File: src/sv/pbc_pkg.sv
`timescale 1ns / 1ps

package pbc_pkg;

   localparam int PixelWidth = 32;
   localparam int ByteWidth  = 8;
   localparam int CsrAddrWidth = 2;
   localparam int CsrDataWidth = 32;
   localparam int ReqDataWidth = 64;
   localparam int RspDataWidth = 32;

   localparam logic [ByteWidth-1:0] ByteMax = 8'hff;

   // register indexes on the csr port
   localparam logic [CsrAddrWidth-1:0] CSR_OP_MODE       = 2'd0;
   localparam logic [CsrAddrWidth-1:0] CSR_SOURCE_FORMAT = 2'd1;
   localparam logic [CsrAddrWidth-1:0] CSR_FILL_COLOR    = 2'd2;

   // op_mode codes
   localparam logic [1:0] OP_TEXTURE = 2'd0;
   localparam logic [1:0] OP_FILL    = 2'd1;
   localparam logic [1:0] OP_REPLACE = 2'd2;

   // source_format codes
   localparam logic [2:0] FMT_RGB8  = 3'd0;
   localparam logic [2:0] FMT_RGBA8 = 3'd1;
   localparam logic [2:0] FMT_Y8    = 3'd2;
   localparam logic [2:0] FMT_YA8   = 3'd3;
   localparam logic [2:0] FMT_A8    = 3'd4;

   localparam logic [1:0]            OpModeReset       = OP_TEXTURE;
   localparam logic [2:0]            SourceFormatReset = FMT_RGBA8;
   localparam logic [PixelWidth-1:0] FillColorReset    = 32'hffff_ffff;

   typedef struct packed {
      logic [1:0]            op_mode;
      logic [2:0]            source_format;
      logic [PixelWidth-1:0] fill_color;
   } cfg_type;

   typedef struct packed {
      logic [ByteWidth-1:0]  src_byte_3;
      logic [ByteWidth-1:0]  src_byte_2;
      logic [ByteWidth-1:0]  src_byte_1;
      logic [ByteWidth-1:0]  src_byte_0;
      logic [PixelWidth-1:0] dest_pixel;
   } pix_in_type;

   typedef struct packed {
      logic                  written;
      logic [PixelWidth-1:0] new_pixel;
   } pix_out_type;

   // (d*(255-a) + s*a) >> 8, never above 254
   function automatic logic [ByteWidth-1:0] blend_ch(input logic [ByteWidth-1:0] d,
                                                      input logic [ByteWidth-1:0] s,
                                                      input logic [ByteWidth-1:0] a);
      logic [2*ByteWidth-1:0] sum;
      logic [ByteWidth-1:0]   inv;
      inv = ByteMax - a;
      sum = ({{ByteWidth{1'b0}}, d} * {{ByteWidth{1'b0}}, inv})
          + ({{ByteWidth{1'b0}}, s} * {{ByteWidth{1'b0}}, a});
      return sum[2*ByteWidth-1:ByteWidth];
   endfunction

endpackage

File: src/sv/pbc_csr.sv
`timescale 1ns / 1ps

module pbc_csr (
   input  logic                                clock,
   input  logic                                reset,
   input  logic                                csr_we,
   input  logic [pbc_pkg::CsrAddrWidth-1:0]    csr_addr,
   input  logic [pbc_pkg::CsrDataWidth-1:0]    csr_wdata,
   output pbc_pkg::cfg_type                    cfg
);

   pbc_pkg::cfg_type cfg_ff;
   pbc_pkg::cfg_type cfg_in;

   always_comb begin
      cfg_in = cfg_ff;
      if (csr_we) begin
         unique case (csr_addr)
            pbc_pkg::CSR_OP_MODE:       cfg_in.op_mode       = csr_wdata[1:0];
            pbc_pkg::CSR_SOURCE_FORMAT: cfg_in.source_format = csr_wdata[2:0];
            pbc_pkg::CSR_FILL_COLOR:    cfg_in.fill_color    = csr_wdata;
            default: ;
         endcase
      end
   end

   always_ff @(posedge clock) begin
      if (reset) begin
         cfg_ff.op_mode       <= pbc_pkg::OpModeReset;
         cfg_ff.source_format <= pbc_pkg::SourceFormatReset;
         cfg_ff.fill_color    <= pbc_pkg::FillColorReset;
      end else begin
         cfg_ff <= cfg_in;
      end
   end

   assign cfg = cfg_ff;

endmodule

File: src/sv/pbc_blend.sv
`timescale 1ns / 1ps

module pbc_blend (
   input  pbc_pkg::cfg_type    cfg,
   input  pbc_pkg::pix_in_type pix,
   output pbc_pkg::pix_out_type res
);

   logic [7:0] dst_r, dst_g, dst_b, dst_a;
   logic [7:0] src_r, src_g, src_b, src_a;
   logic [7:0] bl_r, bl_g, bl_b;
   logic [8:0] alpha_sum;
   logic [7:0] alpha_sat;
   logic [7:0] fc_r, fc_g, fc_b, fc_a;

   assign dst_r = pix.dest_pixel[7:0];
   assign dst_g = pix.dest_pixel[15:8];
   assign dst_b = pix.dest_pixel[23:16];
   assign dst_a = pix.dest_pixel[31:24];

   assign fc_r = cfg.fill_color[31:24];
   assign fc_g = cfg.fill_color[23:16];
   assign fc_b = cfg.fill_color[15:8];
   assign fc_a = cfg.fill_color[7:0];

   // one shared set of channel blenders: fill colour or texel feeds it
   always_comb begin
      if (cfg.op_mode == pbc_pkg::OP_FILL) begin
         src_r = fc_r;
         src_g = fc_g;
         src_b = fc_b;
         src_a = fc_a;
      end else if (cfg.source_format == pbc_pkg::FMT_YA8) begin
         src_r = pix.src_byte_0;
         src_g = pix.src_byte_0;
         src_b = pix.src_byte_0;
         src_a = pix.src_byte_1;
      end else begin
         src_r = pix.src_byte_0;
         src_g = pix.src_byte_1;
         src_b = pix.src_byte_2;
         src_a = pix.src_byte_3;
      end
   end

   assign bl_r = pbc_pkg::blend_ch(dst_r, src_r, src_a);
   assign bl_g = pbc_pkg::blend_ch(dst_g, src_g, src_a);
   assign bl_b = pbc_pkg::blend_ch(dst_b, src_b, src_a);

   assign alpha_sum = {1'b0, dst_a} + {1'b0, src_a};
   assign alpha_sat = alpha_sum[8] ? pbc_pkg::ByteMax : alpha_sum[7:0];

   always_comb begin
      res.new_pixel = pix.dest_pixel;
      res.written   = 1'b0;
      unique case (cfg.op_mode)
         pbc_pkg::OP_TEXTURE: begin
            unique case (cfg.source_format)
               pbc_pkg::FMT_RGB8: begin
                  res.new_pixel = {pbc_pkg::ByteMax, pix.src_byte_2, pix.src_byte_1,
                                   pix.src_byte_0};
                  res.written   = 1'b1;
               end
               pbc_pkg::FMT_Y8, pbc_pkg::FMT_A8: begin
                  res.new_pixel = {pbc_pkg::ByteMax, pix.src_byte_0, pix.src_byte_0,
                                   pix.src_byte_0};
                  res.written   = 1'b1;
               end
               pbc_pkg::FMT_RGBA8, pbc_pkg::FMT_YA8: begin
                  if (src_a == pbc_pkg::ByteMax) begin
                     res.new_pixel = {pbc_pkg::ByteMax, src_b, src_g, src_r};
                     res.written   = 1'b1;
                  end else if (src_a != 8'd0) begin
                     res.new_pixel = {pbc_pkg::ByteMax, bl_b, bl_g, bl_r};
                     res.written   = 1'b1;
                  end
               end
               default: ;
            endcase
         end
         pbc_pkg::OP_FILL: begin
            // blended channels stay below 255, so only the alpha add saturates
            if (src_a == pbc_pkg::ByteMax) begin
               res.new_pixel = {src_a, src_b, src_g, src_r};
               res.written   = 1'b1;
            end else if (src_a != 8'd0) begin
               res.new_pixel = {alpha_sat, bl_b, bl_g, bl_r};
               res.written   = 1'b1;
            end
         end
         pbc_pkg::OP_REPLACE: begin
            if (pix.src_byte_0 != 8'd0) begin
               res.new_pixel = {fc_a, fc_b, fc_g, fc_r};
               res.written   = 1'b1;
            end
         end
         default: ;
      endcase
   end

endmodule

File: src/sv/pixel_blend_compositor.sv
`timescale 1ns / 1ps
// a req transfer loads the input register, and the result register behind it drives rsp_tvalid
// throughput: one pixel per cycle while rsp_tready stays high; a stalled rsp word backs up into req_tready
// the blend datapath between them is two 8x8 products and a sum per channel
// reset: synchronous, active high; clears both valid flags and loads the csr reset values
// (op_mode texture, source_format rgba8, fill_color all ones)

module pixel_blend_compositor (
   input  logic                              clock,
   input  logic                              reset,
   // request stream
   input  logic                              req_tvalid,
   output logic                              req_tready,
   // dest_pixel[31:0], src_byte_0[39:32], src_byte_1[47:40], src_byte_2[55:48],
   // src_byte_3[63:56]
   input  logic [pbc_pkg::ReqDataWidth-1:0]  req_tdata,
   // response stream
   output logic                              rsp_tvalid,
   input  logic                              rsp_tready,
   // new_pixel[31:0]
   output logic [pbc_pkg::RspDataWidth-1:0]  rsp_tdata,
   // written[0]
   output logic [0:0]                        rsp_tuser,
   // register writes
   input  logic                              csr_we,
   input  logic [pbc_pkg::CsrAddrWidth-1:0]  csr_addr,
   input  logic [pbc_pkg::CsrDataWidth-1:0]  csr_wdata
);

   pbc_pkg::cfg_type     cfg;
   pbc_pkg::pix_in_type  pix_ff;
   pbc_pkg::pix_out_type blend_res;
   pbc_pkg::pix_out_type rsp_ff;
   logic                 pix_vld_ff;
   logic                 pix_vld_in;
   logic                 rsp_vld_ff;
   logic                 rsp_vld_in;
   logic                 rsp_open;
   logic                 pix_move;
   logic                 req_take;

   // csr block; write only while the pipe is empty, the block itself does not enforce this
   pbc_csr u_csr (
      .clock     (clock),
      .reset     (reset),
      .csr_we    (csr_we),
      .csr_addr  (csr_addr),
      .csr_wdata (csr_wdata),
      .cfg       (cfg)
   );

   // result register can load when empty or when its word leaves this cycle
   assign rsp_open   = !rsp_vld_ff || rsp_tready;
   // input register hands its pixel on whenever the result register opens
   assign pix_move   = pix_vld_ff && rsp_open;
   assign req_tready = !pix_vld_ff || rsp_open;
   assign req_take   = req_tvalid && req_tready;

   assign pix_vld_in = req_take || (pix_vld_ff && !rsp_open);
   assign rsp_vld_in = pix_move || (rsp_vld_ff && !rsp_tready);

   // control flags
   always_ff @(posedge clock) begin
      if (reset) begin
         pix_vld_ff <= 1'b0;
         rsp_vld_ff <= 1'b0;
      end else begin
         pix_vld_ff <= pix_vld_in;
         rsp_vld_ff <= rsp_vld_in;
      end
   end

   // input register: capture on every request transfer
   always_ff @(posedge clock) begin
      if (req_take) begin
         pix_ff <= pbc_pkg::pix_in_type'(req_tdata);
      end
   end

   // single pass compositing of the held pixel
   pbc_blend u_blend (
      .cfg (cfg),
      .pix (pix_ff),
      .res (blend_res)
   );

   // result register
   always_ff @(posedge clock) begin
      if (pix_move) begin
         rsp_ff <= blend_res;
      end
   end

   assign rsp_tvalid = rsp_vld_ff;
   assign rsp_tdata  = rsp_ff.new_pixel;
   assign rsp_tuser  = rsp_ff.written;

endmodule

File: config.mk
export PLATFORM = sky130hd
export DESIGN_NAME = pixel_blend_compositor
export DESIGN_NICKNAME = d
export VERILOG_FILES = /design/src/sv/pbc_pkg.sv /design/src/sv/pbc_csr.sv /design/src/sv/pbc_blend.sv /design/src/sv/pixel_blend_compositor.sv
export SDC_FILE = /design/constraint.sdc
export NUM_CORES = 1
export LEC_CHECK = 0
export ABC_AREA = 1
export BUFFER_PORTS_ARGS = -buffer_cell sky130_fd_sc_hd__clkbuf_2
export CELL_PAD_IN_SITES_DETAIL_PLACEMENT = 1
export CELL_PAD_IN_SITES_GLOBAL_PLACEMENT = 1
export CORE_ASPECT_RATIO = 1.4
export CORE_MARGIN = 3
export CORE_UTILIZATION = 52
export CTS_BUF_LIST = sky130_fd_sc_hd__clkbuf_8
export CTS_CLUSTER_DIAMETER = 80
export DETAILED_ROUTE_END_ITERATION = 16
export PLACE_DENSITY_LB_ADDON = 0.1
export SYNTH_ARGS = -nofsm -noshare
export SYNTH_HDL_FRONTEND = slang
export SYNTH_SLANG_ARGS = --single-unit
File: constraint.sdc
create_clock -name clock -period 10.4 [get_ports clock]
set_input_delay 1.04 -clock clock [delete_from_list [all_inputs] [get_ports clock]]
set_output_delay 1.04 -clock clock [all_outputs]
set_load 0.05 [all_outputs]
==> impl_metrics.tcl, run 1 <==
set metrics [dict create \
    synth_nets 3241 \
    syn_area_per_cell_um2 7.70 \
    grt.total_usage_pct 37.1 \
    clock_sinks 136 \
    r2r-start "u_csr.cfg[33]" \
    rows 85 \
    core_um2 38700 \
    wl_met2_um 38900 \
    grt_pass1_vias 21424 \
    reg2reg_to "rsp_tdata[13]" \
    numPortBuffers 137 \
    slowest_stage "nor2_2" \
    cp-start-kind "flip-flop" \
    yosys-top-cells-area "fa_1 28%, edfxtp_1 14%, ha_1 11%, inv_1 10%, nand2_1 10%" \
    crit_type "reg -> reg" \
    synth-compound-area-share_pct 6.73 \
    route.met3.wl_um 5140 \
    rsz0062_at_grt "no" \
    ff2ff_setup_slack_ns 2.20 \
    root_buffer "clkbuf_8" \
    detail-route-antenna-nets 0 \
    synth_common_cells "567 x inv_1, 565 x nand2_1, 324 x nor2_1, 286 x fa_1, 188 x ha_1" \
    dieArea_um2 41900 \
    grt_antenna_before_repair 2 \
    reg2reg_depth 28 \
    required_ns 10.67 \
    muxShareOfSynthArea_pct 0 \
    cts_tree "yes" \
    yosysUniqueCellTypes 39 \
    synth_top_area_share_pct 27.9 \
    worstSkewPairLatency_ns 0.53 \
    start_util_pct 53.0 \
    cp-end-kind "flip-flop" \
    status "completed" \
    max_slew_margin_pct 17.4 \
    crit_start "u_csr.cfg[33]" \
    synth_simple_gate_area_share_pct 22.2 \
    synth_top_cell_by_area "fa_1" \
    synth_fa_ha_area_share_pct 39.4 \
    synth_edf_count 97 \
    gp_congestion 0.932 \
    crit_path_max_incr_delay_ns 0.86 \
    clk_path_buf_depth 2 \
    yosys_register_bits 136 \
    clock_skew_ns 0.0298 \
    hold_buffers 0 \
    synth_xor_area_share_pct 1.19 \
    highest_layer "met5" \
    maxSlewViolCount 0 \
    m1WireLength_um 26300 \
    synth_ff_type "edfxtp_1" \
    firstDrtPassIters 6 \
    finalHoldViolations 0 \
    die_w_um 174 \
    synth_async_sr_flop_share_pct 0 \
    critical_path.endpoint "rsp_tdata[13]" \
    cts_setup_buffers 0 \
    cts_made_buffers 17 \
    drc 0 \
    die_h_um 241 \
    layout.nets 3330 \
    hp-class "reg -> reg" \
    min_period_over_period_pct 78.9 \
    fmaxAchievable_ghz 0.122 \
    drive_above_1_share_pct 8.42 \
    nFillCells 5019 \
    syn_area_um2 20500 \
    wl_um 76600 \
    clkTransAtPathRegs_ns 0.11 \
    finalSetupTns_ns 0 \
    area_growth_pct 7.80 \
    grt_max_degree 65 \
    arrival_ns 8.48 \
    worstMarginPinSlew_ns 1.23 \
    critPathMaxFanout 31 \
    place_hpwl_um 59100 \
    max_cap_viol_count 0 \
    routed-via-count 19127 \
    cts-resized-gates 0 \
    period_needed_ns 8.20 \
    synth_top_family_by_area "adder cells" \
    synth.most_common_cell "inv_1" \
    cp_common_cell "nand2_1" \
    ys_seq_area_share_pct 18.0 \
    drt_iter0_markers 1469 \
    grt_pass1_wl_um 118000 \
    grt_overflow 0 \
    synthCells 2664 \
    wire_per_inst_um 23.3 \
    htreeDepth 4 \
    yosysWarnings 0 \
    ioPinCount 138 \
    setup-violations-final 0 \
    viasPerCell 5.82 \
]
==> cell usage in the layout (no fill, tap or decap), types with 5 or more instances in the layout <==
cell type	netlist	routed
a211oi_1	8	8
nand2_1	565	563
or2_2	7	7
nor2_1	324	322
a21oi_1	80	79
inv_2	5	6
clkinv_8	0	5
edfxtp_1	97	97
o21ai_0	75	74
clkbuf_2	0	137
o21bai_1	14	14
xor2_1	14	14
dfxtp_1	39	39
xnor2_1	14	14
o211ai_1	18	18
clkbuf_8	0	17
a221oi_1	8	8
o21ai_1	18	19
or2_1	6	6
inv_1	567	566
clkinv_1	8	8
o221ai_1	5	5
buf_4	2	28
nand3b_1	5	5
nand2_2	6	8
ha_1	188	188
fa_1	286	286
nand4_1	28	28
o21a_1	7	7
nand3_1	158	158
==> cell families (layout without fill, tap and decap cells) <==
group | count (synthesis) | in the layout
compound gates | 239 | 239
xor+xnor | 28 | 28
fa+ha+maj | 474 | 474
buf+inv | 675 | 777
flops | 136 | 136
other cells | 0 | 1
simple gates | 1112 | 1112
==> state kept, by name, summed over array words and instances (netlist names) <==
signal and flops:
pix_ff 64, pix_vld_ff 1, rsp_tdata 32, rsp_tvalid 1, rsp_tuser 1, u_csr.cfg 37
==> worst max-delay path: cells and delay by family, from the launching register on <==
| family | cells | cell delay, ns |
|---|---|---|
| buf+inv | 4 | 0.62 |
| fa+ha+maj | 7 | 3.25 |
| simple gates | 17 | 3.55 |
| flops | 1 | 0.51 |
==> layer usage <==
layer  global-route usage (%)  vias to the layer above
met5                        0                        -
met4                     26.0                        2
met3                     5.51                      354
met2                     66.6                      922
met1                     40.2                     9508
li1                         -                     8341
==> layout make-up <==
class	count	area, um^2	share of cell area [%]
diodes	1	2.50	0.0113
clock buffers	17	234	1.06
clock inverters	15	178	0.803
inverters	580	2180	9.84
multi-input cells	1853	14300	64.6
flip-flops and latches	136	3690	16.7
well taps	522	653	2.95
repair buffers	165	896	4.05
==> how the worst min path moves through the flow <==
stage	slack, ns	cells after the start	from	to
floorplan	0.44	2	u_csr.cfg[5]	u_csr.cfg[5]
global placement	0.47	2	u_csr.cfg[26]	u_csr.cfg[26]
detailed placement	0.47	2	u_csr.cfg[26]	u_csr.cfg[26]
CTS	0.49	2	u_csr.cfg[26]	u_csr.cfg[26]
global route	0.52	2	u_csr.cfg[11]	u_csr.cfg[11]
finish	0.49	2	u_csr.cfg[26]	u_csr.cfg[26]
==> metrics by stage <==
step	util (%)	hold slack [ns]	setup slack (ns)	cell area, um^2	instances
floorplan	-	0.443	4.28	20500	2664
global placement	56.1	0.468	2.50	21700	3256
detailed placement	56.1	0.468	2.34	21700	3256
CTS	57.1	0.487	2.31	22100	3288
global route	57.2	0.519	1.71	22100	3289
finish	57.2	0.488	2.20	22100	3289
Power of run 1 is not shown: default switching activity piles up to over one toggle a cycle in this logic, so the estimate is an artifact.
==> run 2: changes to the inputs <==
Settings changed: CORE_UTILIZATION 52 to 43.
Clock period 10.4 ns to 7.5 ns, I/O delays scaled along.
==> run 2 against run 1 <==
Against the previous run: die area rose by 20%; largest cell class unchanged; wire length rose by 0.61%; worst hold slack got worse by 0.072 ns; highest routed layer is now met4; global-route usage fell by 6.2 points; count of clock-buffer cells in the layout did not move; via count fell by 2.9%.
==> impl_metrics.tcl, run 2 (synthesis results as in run 1) <==
set metrics [dict create \
    mostFrequentLayoutCell "inv_1" \
    period_needed_ns 7.04 \
    detail-route-antenna-nets 0 \
    largest_reg_flops 64 \
    core_um2 47000 \
    start_util_pct 43.6 \
    maxSlewViolCount 0 \
    crit_path_max_incr_delay_ns 0.54 \
    required_ns 7.75 \
    clkTransAtPathRegs_ns 0.11 \
    cts_tree "yes" \
    grtUsageMet2_pct 56.0 \
    status "completed" \
    grt.total_usage_pct 30.9 \
    nFillCells 5913 \
    rows 94 \
    cts_made_buffers 17 \
    arrival_ns 7.29 \
    clock_sinks 136 \
    grt_pass1_vias 20600 \
    area_growth_pct 9.75 \
    worstMarginPinSlew_ns 1.26 \
    layout.nets 3354 \
    antenna_cells 0 \
    viasPerCell 5.44 \
    cp-start-kind "flip-flop" \
    max_slew_margin_pct 16.1 \
    die_w_um 191 \
    grt_max_degree 65 \
    hold-worst-slack_ns 0.416 \
    wl_um 77000 \
    setup-violations-final 0 \
    worstSkewPairLatency_ns 0.50 \
    numPortBuffers 137 \
    critPathMaxFanout 14 \
    hold_buffers 0 \
    root_buffer "clkbuf_8" \
    cts_setup_buffers 0 \
    drt_iter0_markers 1111 \
    clk_path_buf_depth 2 \
    routed-via-count 18574 \
    die_h_um 265 \
    rsz0062_at_grt "no" \
    max_cap_viol_count 0 \
    setup_slack_ns 0.460 \
    fmaxAchievable_ghz 0.142 \
    hp-class "in -> reg" \
    crit_type "reg -> reg" \
    clock_skew_ns 0.0287 \
    htreeDepth 4 \
    min_period_over_period_pct 93.9 \
    finalHoldViolations 0 \
    design_area_um2 22500 \
    grt_pass1_wl_um 118000 \
    cp_common_cell "nand2_1" \
    top_register "pix_ff" \
    slowest_stage "o21ai_1" \
    firstDrtPassIters 5 \
    busiest_layer "met2" \
    grt_overflow 0 \
    dieArea_um2 50400 \
    finalSetupTns_ns 0 \
    place_hpwl_um 61000 \
    cp-end-kind "flip-flop" \
    grtUsageMet3_pct 3.45 \
    final_cell_mix "566 x inv_1, 565 x nand2_1, 322 x nor2_1" \
    grt_antenna_before_repair 0 \
    wire_per_inst_um 22.6 \
    grt_util_met1_pct 35.3 \
    gp_congestion 0.913 \
    ioPinCount 138 \
    drc 0 \
    drive_above_1_share_pct 9.10 \
    cts-resized-gates 0 \
    dp_slack_ns 0.460 \
    placed_cell_area_um2 22100 \
]
[run 2: worst max-delay path, delay by kind of cell, from the launching register on]
kind                     cells  cell delay, ns
adder cells (fa/ha/maj)      7            3.31
AND/OR/NAND/NOR             13            1.51
AO/OA/AOI/OAI                4            0.96
buffers and inverters        6            0.52
flip-flops                   1            0.51
[run 2: layout make-up]
| type | instances | area (um^2) | area share [%] |
|---|---|---|---|
| clock inverter | 15 | 184 | 0.816 |
| multi-input combinational | 1853 | 14300 | 63.4 |
| sequential | 136 | 3690 | 16.4 |
| inverter | 580 | 2180 | 9.66 |
| clock buffer | 17 | 234 | 1.04 |
| timing repair buffer | 189 | 1180 | 5.22 |
| tap | 624 | 781 | 3.47 |
[run 2: layer usage]
metal  up-vias  part of all wire (%)
met5         -                     0
met4         0                   6.4
met3       212                   5.4
met2       659                    51
met1      9326                    37
li1       8377                     -
[run 2: final timing paths]
check                 from            end  slack, ns  cells past startpoint
max          u_csr.cfg[33]  rsp_tdata[15]       0.46                     30
min          req_tdata[29]     pix_ff[29]       0.42                      1
max reg2reg  u_csr.cfg[33]  rsp_tdata[15]       0.46                     30
min reg2reg  u_csr.cfg[16]  u_csr.cfg[16]       0.49                      2
[run 2: metrics by stage]
step           utilization [%]  std cells
3_5_place_dp              47.0       3382
4_1_cts                   47.9       3414
3_3_place_gp              47.0       3382
5_1_grt                   47.9       3414
6_report                  47.9       3414
2_1_floorplan                -       2664
Power of run 2 is left out for the same reason.
==> run 3: changes to the inputs <==
Settings changed: CELL_PAD_IN_SITES_DETAIL_PLACEMENT 1 to default, CELL_PAD_IN_SITES_GLOBAL_PLACEMENT 1 to default, CORE_UTILIZATION 43 to 56, PLACE_DENSITY from default to 0.78, PLACE_DENSITY_LB_ADDON 0.1 to default.
==> run 3 against run 2 <==
Against the previous run: clock skew fell by 0.0037 ns; critical path type unchanged; wire length fell by 13%; die area fell by 23%; highest routed layer unchanged; utilization rose by 14 points; register-to-register slack got worse by 0.14 ns; global-route usage rose by 3.7 points; largest cell class unchanged.
==> impl_metrics.tcl, run 3 (synthesis results as in run 1) <==
set metrics [dict create \
    status "completed" \
    wire_per_inst_um 20.5 \
    area_growth_pct 8.84 \
    die_h_um 233 \
    crit_buf_inv 5 \
    worstSkewPairLatency_ns 0.52 \
    die_w_um 168 \
    firstDrtPassIters 7 \
    wl_um 66600 \
    min_period_over_period_pct 95.7 \
    place_hpwl_um 52700 \
    drive_above_1_share_pct 9.24 \
    rsz0062_at_grt "no" \
    clock_skew_ns 0.0250 \
    clk_path_buf_depth 2 \
    period_needed_ns 7.18 \
    rows 82 \
    crit_type "reg -> reg" \
    grt_overflow 0 \
    ioPinCount 138 \
    grt_antenna_before_repair 0 \
    required_ns 7.76 \
    slowest_stage "fa_1" \
    numPortBuffers 137 \
    arrival_ns 7.44 \
    root_buffer "clkbuf_8" \
    grt_max_degree 65 \
    hp-class "in -> reg" \
    clock_sinks 136 \
    worstMarginPinSlew_ns 1.15 \
    mostFrequentLayoutCell "inv_1" \
    cts_made_buffers 17 \
    cp-start-kind "flip-flop" \
    htreeDepth 4 \
    setup-violations-final 0 \
    grt_pass1_vias 19515 \
    finalHoldViolations 0 \
    finalSetupTns_ns 0 \
    cts-resized-gates 0 \
    viasPerCell 5.77 \
    core_um2 36000 \
    final_cell_mix "566 x inv_1, 565 x nand2_1, 322 x nor2_1" \
    grt_pass1_wl_um 104000 \
    start_util_pct 57.0 \
    setup_slack_ns 0.321 \
    fmaxAchievable_ghz 0.139 \
    drc 0 \
    gp_congestion 1.00 \
    cp-end-kind "flip-flop" \
    max_cap_viol_count 0 \
    cp_common_cell "nand2_1" \
    hold_buffers 0 \
    largest_reg_flops 64 \
    layout.nets 3356 \
    path_delay_family "adder cells" \
    dieArea_um2 39000 \
    grt.total_usage_pct 34.6 \
    routed-via-count 18774 \
    maxSlewViolCount 0 \
    cts_tree "yes" \
    clkTransAtPathRegs_ns 0.10 \
    cts_setup_buffers 0 \
    critPathMaxFanout 44 \
    drt_iter0_markers 1856 \
    dp_slack_ns 0.412 \
    detail-route-antenna-nets 0 \
    crit_path_max_incr_delay_ns 0.54 \
    top_register "pix_ff" \
    max_slew_margin_pct 23.3 \
]
-- run 3: final timing paths --
check	start	endpoint	slack (ns)	cells past startpoint
setup / recovery	u_csr.cfg[36]	rsp_tdata[15]	0.32	27
hold / removal	req_tdata[25]	pix_ff[25]	0.41	1
setup reg to reg	u_csr.cfg[36]	rsp_tdata[15]	0.32	27
hold reg to reg	u_csr.cfg[25]	u_csr.cfg[25]	0.50	2
-- run 3: stage by stage --
| stage | utilization (%) | hold slack, ns | cell area, um^2 | instances |
|---|---|---|---|---|
| 3_3_place_gp | 60.8 | 0.467 | 21900 | 3222 |
| 4_1_cts | 62.0 | 0.383 | 22300 | 3254 |
| 5_1_grt | 62.0 | 0.391 | 22300 | 3254 |
| 6_report | 62.0 | 0.408 | 22300 | 3255 |
| 3_5_place_dp | 60.8 | 0.473 | 21900 | 3222 |
| 2_1_floorplan | - | 0.443 | 20500 | 2664 |
-- run 3: metal layers --
metal | track usage (%) | share of wire, %
met5 | 0 | 0
met3 | 5.71 | 8.9
met4 | 25.1 | 9.0
met2 | 58.6 | 48
met1 | 39.5 | 34
-- run 3: area by class of cell --
class                      count  area (um^2)
multi-input combinational   1853        14300
fill                        3215        13700
sequential                   136         3690
inverter                     580         2180
timing repair buffer         191         1170
tap                          462          578
clock buffer                  17          234
clock inverter                15          200
antenna                        1         2.50
-- run 3: worst register-to-register path: stages (launching register included) --
cell,delay (ns)
dfxtp_1,0.49
nor2_4,0.19
buf_4,0.44
nand2_1,0.10
nand2_1,0.53
buf_4,0.29
nand2_1,0.08
fa_1,0.50
fa_1,0.54
inv_1,0.06
fa_1,0.49
fa_1,0.49
fa_1,0.52
inv_1,0.06
fa_1,0.47
inv_1,0.04
ha_1,0.34
nand2_1,0.11
nor2_1,0.15
nand2_1,0.07
a21oi_1,0.23
o21ai_0,0.12
nand2_1,0.16
nand3_1,0.13
nand3_1,0.13
nand2_1,0.06
nand2_1,0.07
nand3_1,0.06
Power of run 3 is left out for the same reason.
